[src/rtl/first_fit_block_allocator_macros.svh]
// Assertion macros shared by the allocator modules.
`ifndef FIRST_FIT_BLOCK_ALLOCATOR_MACROS_SVH
`define FIRST_FIT_BLOCK_ALLOCATOR_MACROS_SVH
`ifndef SYNTH
// Holds at every clock edge outside reset.
`define FFBA_ASSERT(lbl, cond) \
    lbl: assert property (@(posedge i_clk) disable iff (!i_rst_n) (cond)) \
        else $error("allocator check failed");
// The consequent holds in the cycle after the antecedent.
`define FFBA_ASSERT_NEXT(lbl, ante, cons) \
    lbl: assert property (@(posedge i_clk) disable iff (!i_rst_n) (ante) |=> (cons)) \
        else $error("allocator check failed");
`else
`define FFBA_ASSERT(lbl, cond)
`define FFBA_ASSERT_NEXT(lbl, ante, cons)
`endif
`endif

[src/rtl/ffba_pkg.sv]
package ffba_pkg;

    // Default sizing of the arena and the block table.
    localparam int ARENA_BYTES_DEF  = 4096;
    localparam int HEADER_BYTES_DEF = 24;
    localparam int MAX_BLOCKS_DEF   = 128;

    // Fixed field widths of the channels.
    localparam int ARG_W = 13;
    localparam int OFF_W = 12;
    localparam int FB_W  = 13;

    typedef enum logic {
        OP_ALLOC = 1'b0,
        OP_FREE  = 1'b1
    } t_op;

    // A classified request as it waits in the queue.
    typedef struct packed {
        t_op              op;
        logic             bad;
        logic [ARG_W-1:0] arg;
    } t_cmd;

endpackage

[src/rtl/ffba_front.sv]
`include "first_fit_block_allocator_macros.svh"

module ffba_front import ffba_pkg::*; #(
    parameter int HEADER_BYTES = HEADER_BYTES_DEF
) (
    input  logic             i_clk,
    input  logic             i_rst_n,
    input  logic             i_valid,
    output logic             o_ready,
    input  logic             i_opcode,
    input  logic [ARG_W-1:0] i_operand,
    output logic             o_cmd_valid,
    output t_cmd             o_cmd,
    input  logic             i_cmd_pop
);

    logic [1:0] r_cnt;
    logic       r_wp;
    logic       r_rp;
    t_cmd       r_q [2];
    t_cmd       cmd_in;
    logic       push;

    // Classify the incoming item: a free below one header can never name a payload.
    always_comb begin
        cmd_in.op  = t_op'(i_opcode);
        cmd_in.arg = i_operand;
        cmd_in.bad = (t_op'(i_opcode) == OP_FREE) && (i_operand < ARG_W'(HEADER_BYTES));
    end

    assign o_ready     = (r_cnt != 2'd2);
    assign push        = i_valid && o_ready;
    assign o_cmd_valid = (r_cnt != 2'd0);
    assign o_cmd       = r_q[r_rp];

    // Two-entry queue between the input channel and the table engine.
    always_ff @(posedge i_clk) begin
        if (!i_rst_n) begin
            r_cnt <= 2'd0;
            r_wp  <= 1'b0;
            r_rp  <= 1'b0;
        end else begin
            if (push) begin
                r_wp <= ~r_wp;
            end
            if (i_cmd_pop && o_cmd_valid) begin
                r_rp <= ~r_rp;
            end
            r_cnt <= r_cnt + 2'(push) - 2'(i_cmd_pop && o_cmd_valid);
        end
    end

    always_ff @(posedge i_clk) begin
        if (push) begin
            r_q[r_wp] <= cmd_in;
        end
    end

    `FFBA_ASSERT(a_q_bound, r_cnt != 2'd3)
    `FFBA_ASSERT(a_pop_nonempty, !i_cmd_pop || o_cmd_valid)
    `FFBA_ASSERT_NEXT(a_push_fills, push && !(i_cmd_pop && o_cmd_valid), r_cnt != 2'd0)

endmodule

[src/rtl/ffba_back.sv]
`include "first_fit_block_allocator_macros.svh"

module ffba_back import ffba_pkg::*; #(
    parameter int ARENA_BYTES  = ARENA_BYTES_DEF,
    parameter int HEADER_BYTES = HEADER_BYTES_DEF,
    parameter int MAX_BLOCKS   = MAX_BLOCKS_DEF
) (
    input  logic             i_clk,
    input  logic             i_rst_n,
    input  logic             i_cfg_we,
    input  logic [ARG_W-1:0] i_cfg_wdata,
    input  logic             i_cmd_valid,
    input  t_cmd             i_cmd,
    output logic             o_cmd_pop,
    output logic             o_valid,
    input  logic             i_ready,
    output logic             o_ok,
    output logic [OFF_W-1:0] o_offset,
    output logic [FB_W-1:0]  o_free_bytes
);

    localparam int SW     = $clog2(ARENA_BYTES + 1);
    localparam int IW     = $clog2(MAX_BLOCKS);
    localparam int CW     = $clog2(MAX_BLOCKS + 2);
    localparam int CALC_W = ((SW > ARG_W) ? SW : ARG_W) + 2;
    localparam int ENT_W  = 2 * SW + 1;
    localparam logic [CALC_W-1:0] HDR   = CALC_W'(HEADER_BYTES);
    localparam logic [CALC_W-1:0] ARENA = CALC_W'(ARENA_BYTES);

    typedef enum logic [9:0] {
        ST_INIT = 10'b0000000001,
        ST_IDLE = 10'b0000000010,
        ST_SCAN = 10'b0000000100,
        ST_AHIT = 10'b0000001000,
        ST_SHUP = 10'b0000010000,
        ST_SPL0 = 10'b0000100000,
        ST_SPL1 = 10'b0001000000,
        ST_FNXT = 10'b0010000000,
        ST_SHDN = 10'b0100000000,
        ST_RES  = 10'b1000000000
    } t_state;

    // Block table: {free, payload size, header offset} per entry.
    logic [ENT_W-1:0] r_mem [MAX_BLOCKS];
    logic [ENT_W-1:0] r_rdata;
    logic [IW-1:0]    rd_addr;
    logic             wr_en;
    logic [IW-1:0]    wr_addr;
    logic [ENT_W-1:0] wr_data;

    t_state           r_state, n_state;
    logic [CW-1:0]    r_cnt, n_cnt;
    logic [SW-1:0]    r_avail, n_avail;
    logic [CALC_W-1:0] r_arena, n_arena;
    t_cmd             r_cmd, n_cmd;
    logic [CW-1:0]    r_ra, n_ra;
    logic [IW-1:0]    r_pa, n_pa;
    logic             r_dv, n_dv;
    logic [IW-1:0]    r_i, n_i;
    logic [ENT_W-1:0] r_e, n_e;
    logic [ENT_W-1:0] r_p, n_p;
    logic [CW-1:0]    r_src, n_src;
    logic [IW-1:0]    r_wa, n_wa;
    logic [CW-1:0]    r_gap, n_gap;
    logic [CW-1:0]    r_lim, n_lim;
    logic             r_rok, n_rok;
    logic [OFF_W-1:0] r_roff, n_roff;
    logic             r_ovld, n_ovld;
    logic             r_ook, n_ook;
    logic [OFF_W-1:0] r_ooff, n_ooff;
    logic [FB_W-1:0]  r_ofb, n_ofb;

    logic [CALC_W-1:0] arg_c, need_c, lim_c, pay_c;
    logic [CALC_W-1:0] rd_start_c, rd_size_c, e_start_c, e_size_c, p_size_c;
    logic              rd_free, p_free;
    logic              hit_alloc, hit_free, last_pa, has_next, has_prev, nxt_free;

    // Field views of the read data and the held entries.
    assign rd_start_c = CALC_W'(r_rdata[SW-1:0]);
    assign rd_size_c  = CALC_W'(r_rdata[2*SW-1:SW]);
    assign rd_free    = r_rdata[2*SW];
    assign e_start_c  = CALC_W'(r_e[SW-1:0]);
    assign e_size_c   = CALC_W'(r_e[2*SW-1:SW]);
    assign p_size_c   = CALC_W'(r_p[2*SW-1:SW]);
    assign p_free     = r_p[2*SW];

    assign arg_c  = CALC_W'(r_cmd.arg);
    assign need_c = arg_c + HDR;
    assign lim_c  = (r_arena > ARENA) ? ARENA : r_arena;
    assign pay_c  = (lim_c > HDR) ? (lim_c - HDR) : '0;

    assign hit_alloc = rd_free && (rd_size_c >= arg_c);
    assign hit_free  = ((rd_start_c + HDR) == arg_c);
    assign last_pa   = (CW'(r_pa) == (r_cnt - 1'b1));
    assign has_next  = ((CW'(r_i) + 1'b1) < r_cnt);
    assign has_prev  = (r_i != '0) && p_free;
    assign nxt_free  = has_next && rd_free;

    // Sequencer over the table.
    always_comb begin
        n_state = r_state;
        n_cnt   = r_cnt;
        n_avail = r_avail;
        n_arena = r_arena;
        n_cmd   = r_cmd;
        n_ra    = r_ra;
        n_pa    = r_pa;
        n_dv    = r_dv;
        n_i     = r_i;
        n_e     = r_e;
        n_p     = r_p;
        n_src   = r_src;
        n_wa    = r_wa;
        n_gap   = r_gap;
        n_lim   = r_lim;
        n_rok   = r_rok;
        n_roff  = r_roff;
        n_ovld  = r_ovld && !i_ready;
        n_ook   = r_ook;
        n_ooff  = r_ooff;
        n_ofb   = r_ofb;
        rd_addr = r_ra[IW-1:0];
        wr_en   = 1'b0;
        wr_addr = r_i;
        wr_data = r_e;
        o_cmd_pop = 1'b0;

        case (r_state)
            ST_INIT: begin
                wr_en   = 1'b1;
                wr_addr = '0;
                wr_data = {1'b1, SW'(pay_c), {SW{1'b0}}};
                n_cnt   = CW'(1);
                n_avail = SW'(pay_c);
                n_state = ST_IDLE;
            end
            ST_IDLE: begin
                if (i_cmd_valid) begin
                    o_cmd_pop = 1'b1;
                    n_cmd     = i_cmd;
                    n_ra      = '0;
                    n_dv      = 1'b0;
                    if (i_cmd.op == OP_FREE && i_cmd.bad) begin
                        n_rok   = 1'b0;
                        n_roff  = '0;
                        n_state = ST_RES;
                    end else begin
                        n_state = ST_SCAN;
                    end
                end
            end
            ST_SCAN: begin
                if (r_dv && r_cmd.op == OP_ALLOC && hit_alloc) begin
                    n_i     = r_pa;
                    n_e     = r_rdata;
                    n_dv    = 1'b0;
                    n_state = ST_AHIT;
                end else if (r_dv && r_cmd.op == OP_FREE && hit_free) begin
                    n_i     = r_pa;
                    n_e     = r_rdata;
                    n_dv    = 1'b0;
                    rd_addr = r_pa + 1'b1;
                    if (rd_free) begin
                        n_rok   = 1'b0;
                        n_roff  = '0;
                        n_state = ST_RES;
                    end else begin
                        n_state = ST_FNXT;
                    end
                end else if (r_dv && last_pa) begin
                    n_rok   = 1'b0;
                    n_roff  = '0;
                    n_dv    = 1'b0;
                    n_state = ST_RES;
                end else begin
                    if (r_dv) begin
                        n_p = r_rdata;
                    end
                    if (r_ra < r_cnt) begin
                        n_dv = 1'b1;
                        n_pa = r_ra[IW-1:0];
                        n_ra = r_ra + 1'b1;
                    end else begin
                        n_dv = 1'b0;
                    end
                end
            end
            ST_AHIT: begin
                n_rok  = 1'b1;
                n_roff = OFF_W'(e_start_c + HDR);
                if (e_size_c <= need_c || r_cnt >= CW'(MAX_BLOCKS)) begin
                    wr_en   = 1'b1;
                    wr_data = {1'b0, r_e[2*SW-1:0]};
                    n_avail = r_avail - r_e[2*SW-1:SW];
                    n_state = ST_RES;
                end else begin
                    n_src   = r_cnt - 1'b1;
                    n_dv    = 1'b0;
                    n_state = ST_SHUP;
                end
            end
            ST_SHUP: begin
                // Move entries above the split point up by one, one per cycle.
                wr_en   = r_dv;
                wr_addr = r_wa;
                wr_data = r_rdata;
                if (r_src > CW'(r_i)) begin
                    rd_addr = r_src[IW-1:0];
                    n_dv    = 1'b1;
                    n_wa    = IW'(r_src + 1'b1);
                    n_src   = r_src - 1'b1;
                end else begin
                    n_dv = 1'b0;
                    if (!r_dv) begin
                        n_state = ST_SPL0;
                    end
                end
            end
            ST_SPL0: begin
                wr_en   = 1'b1;
                wr_data = {1'b0, SW'(arg_c), r_e[SW-1:0]};
                n_state = ST_SPL1;
            end
            ST_SPL1: begin
                wr_en   = 1'b1;
                wr_addr = r_i + 1'b1;
                wr_data = {1'b1, SW'(e_size_c - need_c), SW'(e_start_c + need_c)};
                n_cnt   = r_cnt + 1'b1;
                n_avail = r_avail - SW'(need_c);
                n_state = ST_RES;
            end
            ST_FNXT: begin
                // Next entry is on the read port; write the freed block, merged with any free neighbour.
                n_rok  = 1'b1;
                n_roff = '0;
                n_lim  = r_cnt;
                n_dv   = 1'b0;
                wr_en  = 1'b1;
                if (has_prev && nxt_free) begin
                    wr_addr = r_i - 1'b1;
                    wr_data = {1'b1, SW'(p_size_c + e_size_c + rd_size_c + HDR + HDR),
                               r_p[SW-1:0]};
                    n_avail = r_avail + SW'(e_size_c + HDR + HDR);
                    n_src   = CW'(r_i) + CW'(2);
                    n_gap   = CW'(2);
                    n_state = ST_SHDN;
                end else if (has_prev) begin
                    wr_addr = r_i - 1'b1;
                    wr_data = {1'b1, SW'(p_size_c + e_size_c + HDR), r_p[SW-1:0]};
                    n_avail = r_avail + SW'(e_size_c + HDR);
                    n_src   = CW'(r_i) + CW'(1);
                    n_gap   = CW'(1);
                    n_state = ST_SHDN;
                end else if (nxt_free) begin
                    wr_data = {1'b1, SW'(e_size_c + rd_size_c + HDR), r_e[SW-1:0]};
                    n_avail = r_avail + SW'(e_size_c + HDR);
                    n_src   = CW'(r_i) + CW'(2);
                    n_gap   = CW'(1);
                    n_state = ST_SHDN;
                end else begin
                    wr_data = {1'b1, r_e[2*SW-1:0]};
                    n_avail = r_avail + r_e[2*SW-1:SW];
                    n_state = ST_RES;
                end
            end
            ST_SHDN: begin
                // Close the gap left by merged entries, one entry per cycle.
                wr_en   = r_dv;
                wr_addr = r_wa;
                wr_data = r_rdata;
                if (r_src < r_lim) begin
                    rd_addr = r_src[IW-1:0];
                    n_dv    = 1'b1;
                    n_wa    = IW'(r_src - r_gap);
                    n_src   = r_src + 1'b1;
                end else begin
                    n_dv = 1'b0;
                    if (!r_dv) begin
                        n_cnt   = r_lim - r_gap;
                        n_state = ST_RES;
                    end
                end
            end
            ST_RES: begin
                if (!r_ovld || i_ready) begin
                    n_ovld  = 1'b1;
                    n_ook   = r_rok;
                    n_ooff  = r_roff;
                    n_ofb   = FB_W'(CALC_W'(r_avail));
                    n_state = ST_IDLE;
                end
            end
            default: begin
                n_state = ST_INIT;
            end
        endcase

        // A new arena size rebuilds the table from a single free block.
        if (i_cfg_we) begin
            n_arena = CALC_W'(i_cfg_wdata);
            n_state = ST_INIT;
        end
    end

    always_ff @(posedge i_clk) begin
        if (wr_en) begin
            r_mem[wr_addr] <= wr_data;
        end
        r_rdata <= r_mem[rd_addr];
    end

    always_ff @(posedge i_clk) begin
        if (!i_rst_n) begin
            r_state <= ST_INIT;
            r_cnt   <= CW'(1);
            r_avail <= '0;
            r_arena <= ARENA;
            r_dv    <= 1'b0;
            r_ovld  <= 1'b0;
        end else begin
            r_state <= n_state;
            r_cnt   <= n_cnt;
            r_avail <= n_avail;
            r_arena <= n_arena;
            r_dv    <= n_dv;
            r_ovld  <= n_ovld;
        end
    end

    always_ff @(posedge i_clk) begin
        r_cmd  <= n_cmd;
        r_ra   <= n_ra;
        r_pa   <= n_pa;
        r_i    <= n_i;
        r_e    <= n_e;
        r_p    <= n_p;
        r_src  <= n_src;
        r_wa   <= n_wa;
        r_gap  <= n_gap;
        r_lim  <= n_lim;
        r_rok  <= n_rok;
        r_roff <= n_roff;
        r_ook  <= n_ook;
        r_ooff <= n_ooff;
        r_ofb  <= n_ofb;
    end

    assign o_valid      = r_ovld;
    assign o_ok         = r_ook;
    assign o_offset     = r_ooff;
    assign o_free_bytes = r_ofb;

    `FFBA_ASSERT(a_cnt_range, (r_cnt != '0) && (r_cnt <= CW'(MAX_BLOCKS)))
    `FFBA_ASSERT(a_split_room, (r_state != ST_SHUP) || (r_cnt < CW'(MAX_BLOCKS)))
    `FFBA_ASSERT(a_fail_no_off, !r_ovld || r_ook || (r_ooff == '0))
    `FFBA_ASSERT_NEXT(a_pop_scans, o_cmd_pop,
        (r_state == ST_SCAN) || (r_state == ST_RES) || (r_state == ST_INIT))

endmodule

[src/rtl/first_fit_block_allocator.sv]
// First-fit block allocator with coalescing of free neighbours.
// Requests enter on i_valid/o_ready with i_opcode (0 allocate, 1 free) and
// i_operand (payload bytes, or the payload offset to release). Each request
// gives exactly one result on o_valid/i_ready: o_ok, o_offset (payload
// offset of a new block, else 0) and o_free_bytes after the request.
// A two-entry queue decouples the input channel from the table engine, which
// keeps blocks in an address-ordered table with one read and one write port
// and walks it one entry per cycle up to the entry that matches. A split then
// moves every entry above it up by one, and a merge moves every entry above
// the merged block down, again one entry per cycle.
// Reset, or a write on i_cfg_we/i_cfg_wdata, rebuilds the arena as one free
// block; write the size only while no request is in flight.
// The result register holds while i_ready is low; the engine then waits with
// the next result, and the queue keeps taking up to two items.
module first_fit_block_allocator import ffba_pkg::*; #(
    parameter int ARENA_BYTES  = ARENA_BYTES_DEF,
    parameter int HEADER_BYTES = HEADER_BYTES_DEF,
    parameter int MAX_BLOCKS   = MAX_BLOCKS_DEF
) (
    input  logic             i_clk,
    input  logic             i_rst_n,
    input  logic             i_cfg_we,
    input  logic [ARG_W-1:0] i_cfg_wdata,
    input  logic             i_valid,
    output logic             o_ready,
    input  logic             i_opcode,
    input  logic [ARG_W-1:0] i_operand,
    output logic             o_valid,
    input  logic             i_ready,
    output logic             o_ok,
    output logic [OFF_W-1:0] o_offset,
    output logic [FB_W-1:0]  o_free_bytes
);

    logic cmd_valid;
    t_cmd cmd;
    logic cmd_pop;

    ffba_front #(
        .HEADER_BYTES(HEADER_BYTES)
    ) u_front (
        .i_clk      (i_clk),
        .i_rst_n    (i_rst_n),
        .i_valid    (i_valid),
        .o_ready    (o_ready),
        .i_opcode   (i_opcode),
        .i_operand  (i_operand),
        .o_cmd_valid(cmd_valid),
        .o_cmd      (cmd),
        .i_cmd_pop  (cmd_pop)
    );

    ffba_back #(
        .ARENA_BYTES (ARENA_BYTES),
        .HEADER_BYTES(HEADER_BYTES),
        .MAX_BLOCKS  (MAX_BLOCKS)
    ) u_back (
        .i_clk       (i_clk),
        .i_rst_n     (i_rst_n),
        .i_cfg_we    (i_cfg_we),
        .i_cfg_wdata (i_cfg_wdata),
        .i_cmd_valid (cmd_valid),
        .i_cmd       (cmd),
        .o_cmd_pop   (cmd_pop),
        .o_valid     (o_valid),
        .i_ready     (i_ready),
        .o_ok        (o_ok),
        .o_offset    (o_offset),
        .o_free_bytes(o_free_bytes)
    );

endmodule
[config.mk]
export PLATFORM = sky130hd
export DESIGN_NAME = first_fit_block_allocator
export DESIGN_NICKNAME = d
export VERILOG_FILES = /design/src/rtl/ffba_pkg.sv /design/src/rtl/ffba_front.sv /design/src/rtl/ffba_back.sv /design/src/rtl/first_fit_block_allocator.sv
export VERILOG_INCLUDE_DIRS = /design/src /design/src/rtl
export SDC_FILE = /design/constraint.sdc
export NUM_CORES = 2
export LEC_CHECK = 0
export ABC_CLOCK_PERIOD_IN_PS = 18080
export BUFFER_PORTS_ARGS = -buffer_cell sky130_fd_sc_hd__buf_4
export CORE_UTILIZATION = 30
export DETAILED_ROUTE_END_ITERATION = 8
export SETUP_SLACK_MARGIN = 0.02
export SYNTH_ARGS = -nofsm -noshare
export SYNTH_HDL_FRONTEND = slang
export SYNTH_SLANG_ARGS = --single-unit
[constraint.sdc]
create_clock -name i_clk -period 18.08 [get_ports i_clk]
set_clock_uncertainty 0.2 [all_clocks]
set_input_delay 3.616 -clock i_clk [delete_from_list [all_inputs] [get_ports i_clk]]
set_output_delay 3.616 -clock i_clk [all_outputs]
set_load 0.005 [all_outputs]
# [Word level (Yosys, flattened, before mapping)]
# Memory sizes are Yosys's and may differ from the RTL's. A register that Yosys moved wholly into a read port is not among the register bits.
# Index checks and enable logic that the tools add are counted.
[classes] addsub=34 n_lt_le_gt_ge=10 mux=96 reduce_logical=49 bitwise=7 n_eq_ne=32
[ops] cell="one-hot mux 27 bit (6 select lines)" count=1
[ops] cell="two-way mux 10 bit" count=15
[ops] cell="two-way mux 27 bit" count=5
[ops] cell="two-way mux 8 bit" count=13
[ops] cell="one-hot mux 10 bit (10 select lines)" count=1
[ops] cell="adder 13 bit" count=7
[ops] cell="adder 13 x 5 -> 13 bit, second input constant" count=6
[ops] cell="two-way mux 13 bit" count=6
[ops] cell="two-way mux 12 bit" count=6
[ops] cell="two-way mux 7 bit" count=10
[ops] cell="one-hot mux 13 bit (4 select lines)" count=1
[ops] cell="one-hot mux 12 bit (4 select lines)" count=1
[ops] cell="subtractor 13 bit" count=3
[ops] cell="one-hot mux 8 bit (4 select lines)" count=1
[ops] cell="adder 13 x 5 -> 14 bit, second input constant" count=2
[ops] cell="one-hot mux 7 bit (4 select lines)" count=1
[ops] cell="two-way mux 26 bit" count=1
[ops] cell="two-way mux 1 bit" count=25
[ops] cell="adder 8 x 1 -> 8 bit, second input constant" count=3
[ops] cell="< comparator 8 bit" count=3
[ops] cell="one-hot mux 8 bit (3 select lines)" count=1
[ops] cell="one-hot mux 7 bit (3 select lines)" count=1
[ops] cell="inequality test 2 bit, second input constant" count=10
[ops] cell="AND reduction 6 bit" count=3
[ops] cell="other kinds (54)" count=102
[word_totals] register_bits=204 mem_bits_rw=3486 word_cells=255 memories=2 input_bits=32
[memory_table] name="u_back.r_mem" depth=128 width=27 read_ports=1 rd_ports_with_merged_regs=1 write_ports=1 line_no="ffba_back.sv:44" source="logic [ENT_W-1:0] r_mem [MAX_BLOCKS];"
[memory_table] name="u_front.r_q" depth=2 width=15 read_ports=1 rd_ports_with_merged_regs=1 write_ports=1 line_no="ffba_front.sv:20" source="t_cmd r_q [2];"

# [Depth between registers and ports, before layout]
[logic_depth] word_depth=7 ltp_mapped=24 mapped_depth_nobuf=20

# [By module]
# A second synthesis with hierarchy kept.
[hier_totals] hier_cells=11572 area_unflattened_um2=154378.1
[modules_own_cells] mod="ffba_back" area_each_um2=152973.0 instances=1 seq_area_each_um2=109865.4 cells_per_inst=11497
[modules_own_cells] mod="ffba_front" area_each_um2=1405.1 instances=1 seq_area_each_um2=1001.0 cells_per_inst=75

# [Worst setup path before layout]
# No wires, ideal clock.
[synth_path] path_kind="register to register" startpoint="register u_back.r_i[0]" endpoint="memory u_back.r_mem[0][17] (netlist name), data pin" n_path_buf=4 path_stages_with_launch=18 arrival_ps=8206 required_time_ps=16683 path_slack_ps=8477 synth_period_minus_slack_ps=9603 cell_sequence="edfxtp_1 clkbuf_1 inv_1 ha_1 ha_1 a21boi_0 o21a_1 o21a_1 o21a_1 o21ai_0 a21oi_1 clkbuf_1 clkbuf_1 clkbuf_1 nand2_1 o211ai_1 o21ai_0 o21ai_0"
[synth_via] elab_chain_len=7 elab_cells_between_ends=10 cone_classes="add/sub (1); order compare (1); mux (4); reduce/logical (4)"
[synth_rtl] item="start: declaration" line_no="ffba_back.sv:59" source="logic [IW-1:0] r_i, n_i;"
[synth_rtl] item="start signal: assignment" line_no="ffba_back.sv:334" source="r_i <= n_i;"
[synth_rtl] item="adder 7 x 1 -> 8 bit" line_no="ffba_back.sv:95" source="assign has_next = ((CW'(r_i) + 1'b1) < r_cnt);"
[synth_rtl] item="< comparator 8 bit" line_no="ffba_back.sv:95"
[synth_rtl] item="logical AND 1 bit" line_no="ffba_back.sv:97" source="assign nxt_free = has_next && rd_free;"
[synth_rtl] item="two-way mux 26 bit" line_no="ffba_back.sv:254" source="end else if (nxt_free) begin"
[synth_rtl] item="two-way mux 27 bit" line_no="ffba_back.sv:247" source="end else if (has_prev) begin"
[synth_rtl] item="two-way mux 27 bit *" line_no="ffba_back.sv:239" source="if (has_prev && nxt_free) begin"
[synth_rtl] item="one-hot mux 27 bit (6 select lines) *" line_no="ffba_back.sv:128" source="case (r_state)"
[synth_rtl] item="named net u_back.wr_data[17]" line_no="ffba_back.sv:49" source="logic [ENT_W-1:0] wr_data;"
[synth_rtl] item="end: declaration" line_no="ffba_back.sv:44"
# Mark *: on every way through the listed nets, which the timed path passes. The rest lies on a longest branch.

# [Worst setup path after layout]
[layout_path] startpoint="register u_back.r_src[3]" endpoint="register u_back.r_rdata[12], read port of u_back.r_mem"
[layout_via] elab_chain_len=3 elab_cells_between_ends=5 cone_classes="order compare (2); mux (3)"
[layout_rtl] item="start: declaration" line_no="ffba_back.sv:62" source="logic [CW-1:0] r_src, n_src;"
[layout_rtl] item="start signal: assignment" line_no="ffba_back.sv:337" source="r_src <= n_src;"
[layout_rtl] item="< comparator 8 bit / > comparator 8 x 7 -> 1 bit (equally long branches)" line_no="ffba_back.sv:271, ffba_back.sv:207"
[layout_rtl] item="two-way mux 7 bit (on tied branches)" line_no="ffba_back.sv:271, ffba_back.sv:207"
[layout_rtl] item="one-hot mux 7 bit (3 select lines) *" line_no="ffba_back.sv:128"
[layout_rtl] item="end: declaration" line_no="ffba_back.sv:45" source="logic [ENT_W-1:0] r_rdata;"
# Mark *: on every way between the ends. The rest lies on a longest branch, timed or not.
# A chain may end at the register's enable or synchronous reset.

==> out/results.tsv <==
metric	value	unit
status	complete, but fails checks	
failing checks	capacitance limit, slew limit	
HP Class	register to register	
Hold EP	u_back.o_offset[10]	
area grow syn2layout	14.5	%
flop-to-flop setup slack	9870	ps
leak pwr	58.6	nW
CP Capture Type	register	
hold path start	u_back.r_roff[10]	
Switching Share	22.2	%
Comb pwr share	4.2	%
sequential fraction of the synthesis area	72.4	%
GRT Total Usage	18.4	%
hold depth	0	
f_max	122	MHz
# DRC	0	
met3 Usage GRT	3.87	%
post-synthesis cell count	11707	
fin cells	18878	
reg2reg path depth	16	
global-route wire length before repair	690000	um
DR WL/cell	26.0	um
Reg clk slew, reported paths	60	ps
Switch Pwr	4.05	mW
Synth area leaders	edfxtp_1 (71%), nand2_1 (7.7%), nand3_1 (2.7%), mux2i_1 (1.7%), ha_1 (1.6%)	
critical path type	register to register	
Unique masters post-synth	102	
top-area cell type share of the netlist area	71.3	%
Mean Syn Cell Area	13.1	um2
FP Rows	262	
initial antenna violation count	36	
FFs w/ async S/R, synth	0	%
met2 usage	28.7	%
worst endpoint required time	18650	ps
PwrDens	104	nW/um2
Buffers on Ports	59	
FF-to-FF Start	u_back.r_src[3]	
CP Launch Type	register	
RSZ-0062 raised after global routing	no	
Sum Neg Setup Slack	0	ps
Yosys warning count	0	
clock latency on the worst-skew pair	1000	ps
M1 GR Usage	24.9	%
Net Count, Synth	11953	
Die Wd	717	um
final hold slack	215	ps
drt pass-1 iters	8	
CTS Buf Count	389	
synthesized area	153000	um2
Post-DP HPWL	283000	um
Die Span Y	717	um
core footprint	509000	um2
drt initial violations	13757	
via/cell ratio	5.31	
reg2reg end	u_back.r_rdata[12]	
TritonCTS clock tree	built	
cell area after layout	175000	um2
clock buffer depth	4	
sequential fraction of design power	52.9	%
Cell Int Power	14.2	mW
Post-synth EDFFs	3640	
# H-tree levels	5	
vias in the first global route	93420	
period utilisation layout	45.4	%
initial core utilization	30.1	%
final hold vios	0	
relative slew slack	-7.42	%
GRT overflow	0	
Worst Max-Slew Pin Slew	1600	ps
CTS Hold Bufs	0	
most common flop cell mapped by yosys	edfxtp_1	
min Tclk post-route	8210	ps
vias after detailed routing	100334	
Max-Cap Viols	1	
Final Wtd Congestion	0.877	
Placed Cells	18119	
Worst Path Arrival	8780	ps
Clock power frac	42.9	%
Die Footprint	514000	um2
post-cts sizing count	0	
postcts setup bufs	0	
VDD IR-drop max	79.4	uV
total wire length	490000	um
final setup fails	0	
Max Slew Vio Count	2	
CTS sink cnt	3718	
Antenna Violating Nets Remaining	0	
Root Buffer Master	clkbuf_16	
register bit count reported by yosys	3718	
# IOs	60	
fraction of layout cells with a size suffix above 1	9.66	%
Top Usage Layer GRT	met2	
placed instance area	163000	um2
largest net degree at the start of global routing	157	
nets	12024	
area leader, netlist	edfxtp_1	
CP Max Fanout	78	
-- flip-flops by register name (all words and copies together) (netlist names), 2 cells and up, named ones only --
register	flops
u_back.r_state	10
u_back.r_pa	7
u_back.r_avail	13
u_back.o_free_bytes	13
u_back.r_roff	12
u_back.r_src	8
u_back.r_p	27
u_back.r_mem	3456
u_front.r_cnt	2
u_back.arg_c	13
u_back.r_cnt	8
u_back.r_lim	8
u_back.r_rdata	27
u_back.r_ra	8
u_back.r_e	27
u_back.r_wa	7
u_back.o_offset	12
u_back.r_gap	2
u_back.r_arena	13
u_front.r_q	30
u_back.r_i	7
-- critical path: stages (launching register included) --
cell and delay [ps]:
edfxtp_1 600, ha_1 400, a211oi_1 240, o21ai_0 130, o31a_1 310, and2_1 200, o21ai_0 630, o311a_4 740
buf_4 700, buf_12 390, buf_4 640, buf_4 700, mux2i_1 280, o22ai_1 110, nor4_1 600, nand4_1 480
and4_1 500
-- final cells by class --
type	count	area [um2]
Multi-Input combinational cell	7134	40000
Fill cell	49053	333000
Sequential cell	3718	111000
Inverter	158	593
Tap cell	6732	8420
Antenna cell	45	113
Clock inverter	199	1860
Timing Repair Buffer	377	3020
Clock buffer	515	10500
-- power groups by stage --
stage                     clock [mW]  combinational, mW  sequential, mW
after floorplan                    0              0.379            9.87
after global placement             0              0.734            9.83
after detailed placement           0              0.745            9.84
after CTS                       7.89              0.747            9.65
after global routing            8.21              0.799            9.65
final                           7.83              0.758            9.66
-- metrics by stage --
stage	setup slack, ps	power, mW	utilization (%)
2_1_floorplan	8480	10.2	-
5_1_grt	9530	18.7	34.5
6_report	9870	18.2	34.5
3_5_place_dp	9930	10.6	32.0
4_1_cts	9960	18.3	34.4
3_3_place_gp	9870	10.6	32.0
-- layer usage --
layer,share of wire [%],wire (um),vias to the layer above
met5,0.018,87,-
met4,4.1,20300,12
met3,10,51300,821
met2,45,222000,5248
met1,40,196000,50639
li1,-,-,43614
-- cell usage after synthesis (23+ instances only) --
master / n
buf_4: 41
nand3_1: 816
a21oi_1: 399
a2111oi_0: 33
inv_1: 158
clkbuf_1: 311
nand2_1: 3136
a32oi_1: 32
nor3_1: 46
nor2b_1: 23
buf_1: 87
nand2b_1: 28
edfxtp_1: 3640
xor2_1: 73
nor4_1: 81
ha_1: 195
o22ai_1: 59
nor2_1: 313
a32o_1: 42
nand4_1: 261
buf_2: 253
o21ai_0: 203
and3_1: 145
a311oi_1: 90
a21o_1: 34
and4_1: 28
dfxtp_1: 78
a31oi_1: 350
mux2i_1: 265
xnor2_1: 118
-- worst max-delay path by stage --
stage / slack [ps] / startpoint / endpoint
6_report: 9870 / u_back.r_src[3] / u_back.r_rdata[12]
2_1_floorplan: 8480 / u_back.r_i[0] / u_back.r_mem[0][17]
5_1_grt: 9530 / u_back.r_i[3] / u_back.r_rdata[12]
3_3_place_gp: 9870 / u_back.r_src[3] / u_back.r_rdata[12]
4_1_cts: 9960 / u_back.r_src[3] / u_back.r_rdata[12]
3_5_place_dp: 9930 / u_back.r_src[3] / u_back.r_rdata[12]
-- kinds of logic (layout without fill, tap and decap cells) --
| logic type | count (synthesis) | after routing | synth area share [%] |
|---|---|---|---|
| xor+xnor | 191 | 191 | 1.09 |
| mux | 279 | 279 | 1.83 |
| compound gates | 1478 | 1478 | 6.35 |
| simple gates | 4972 | 4972 | 14.1 |
| other cells | 0 | 45 | 0 |
| fa+ha+maj | 214 | 214 | 1.84 |
| flops | 3718 | 3718 | 72.4 |
| buf+inv | 855 | 1249 | 2.43 |
-- cells in the final DEF (no fill, tap or decap), types with 22 or more instances in the layout --
cell       Yosys  routed
ha_1         195     195
clkinv_1       0      73
clkinv_2       0      68
nor2_2         1      38
o22ai_1       59      59
buf_4         41     359
and4_1        28      28
mux2i_1      265     265
and3_1       145     145
a21o_1        34      34
nor2_1       313     180
clkbuf_16      0     393
diode_2        0      45
nand2_1     3136    3126
bufinv_16      0      22
a32oi_1       32      32
a32o_1        42      42
nor3_1        46      46
a311oi_1      90      90
inv_1        158     158
nor4_1        81      79
a2111oi_0     33      27
nand3_1      816     813
a31oi_1      350     346
nand4_1      261     261
nor2b_1       23      22
clkbuf_8       0      23
xor2_1        73      73
edfxtp_1    3640    3640
xnor2_1      118     118
a21oi_1      399     396
clkbuf_1     311      99
nor2_4         0      96
dfxtp_1       78      78
o21ai_0      203     191
Note: power is estimated with default switching activity, not from simulation.
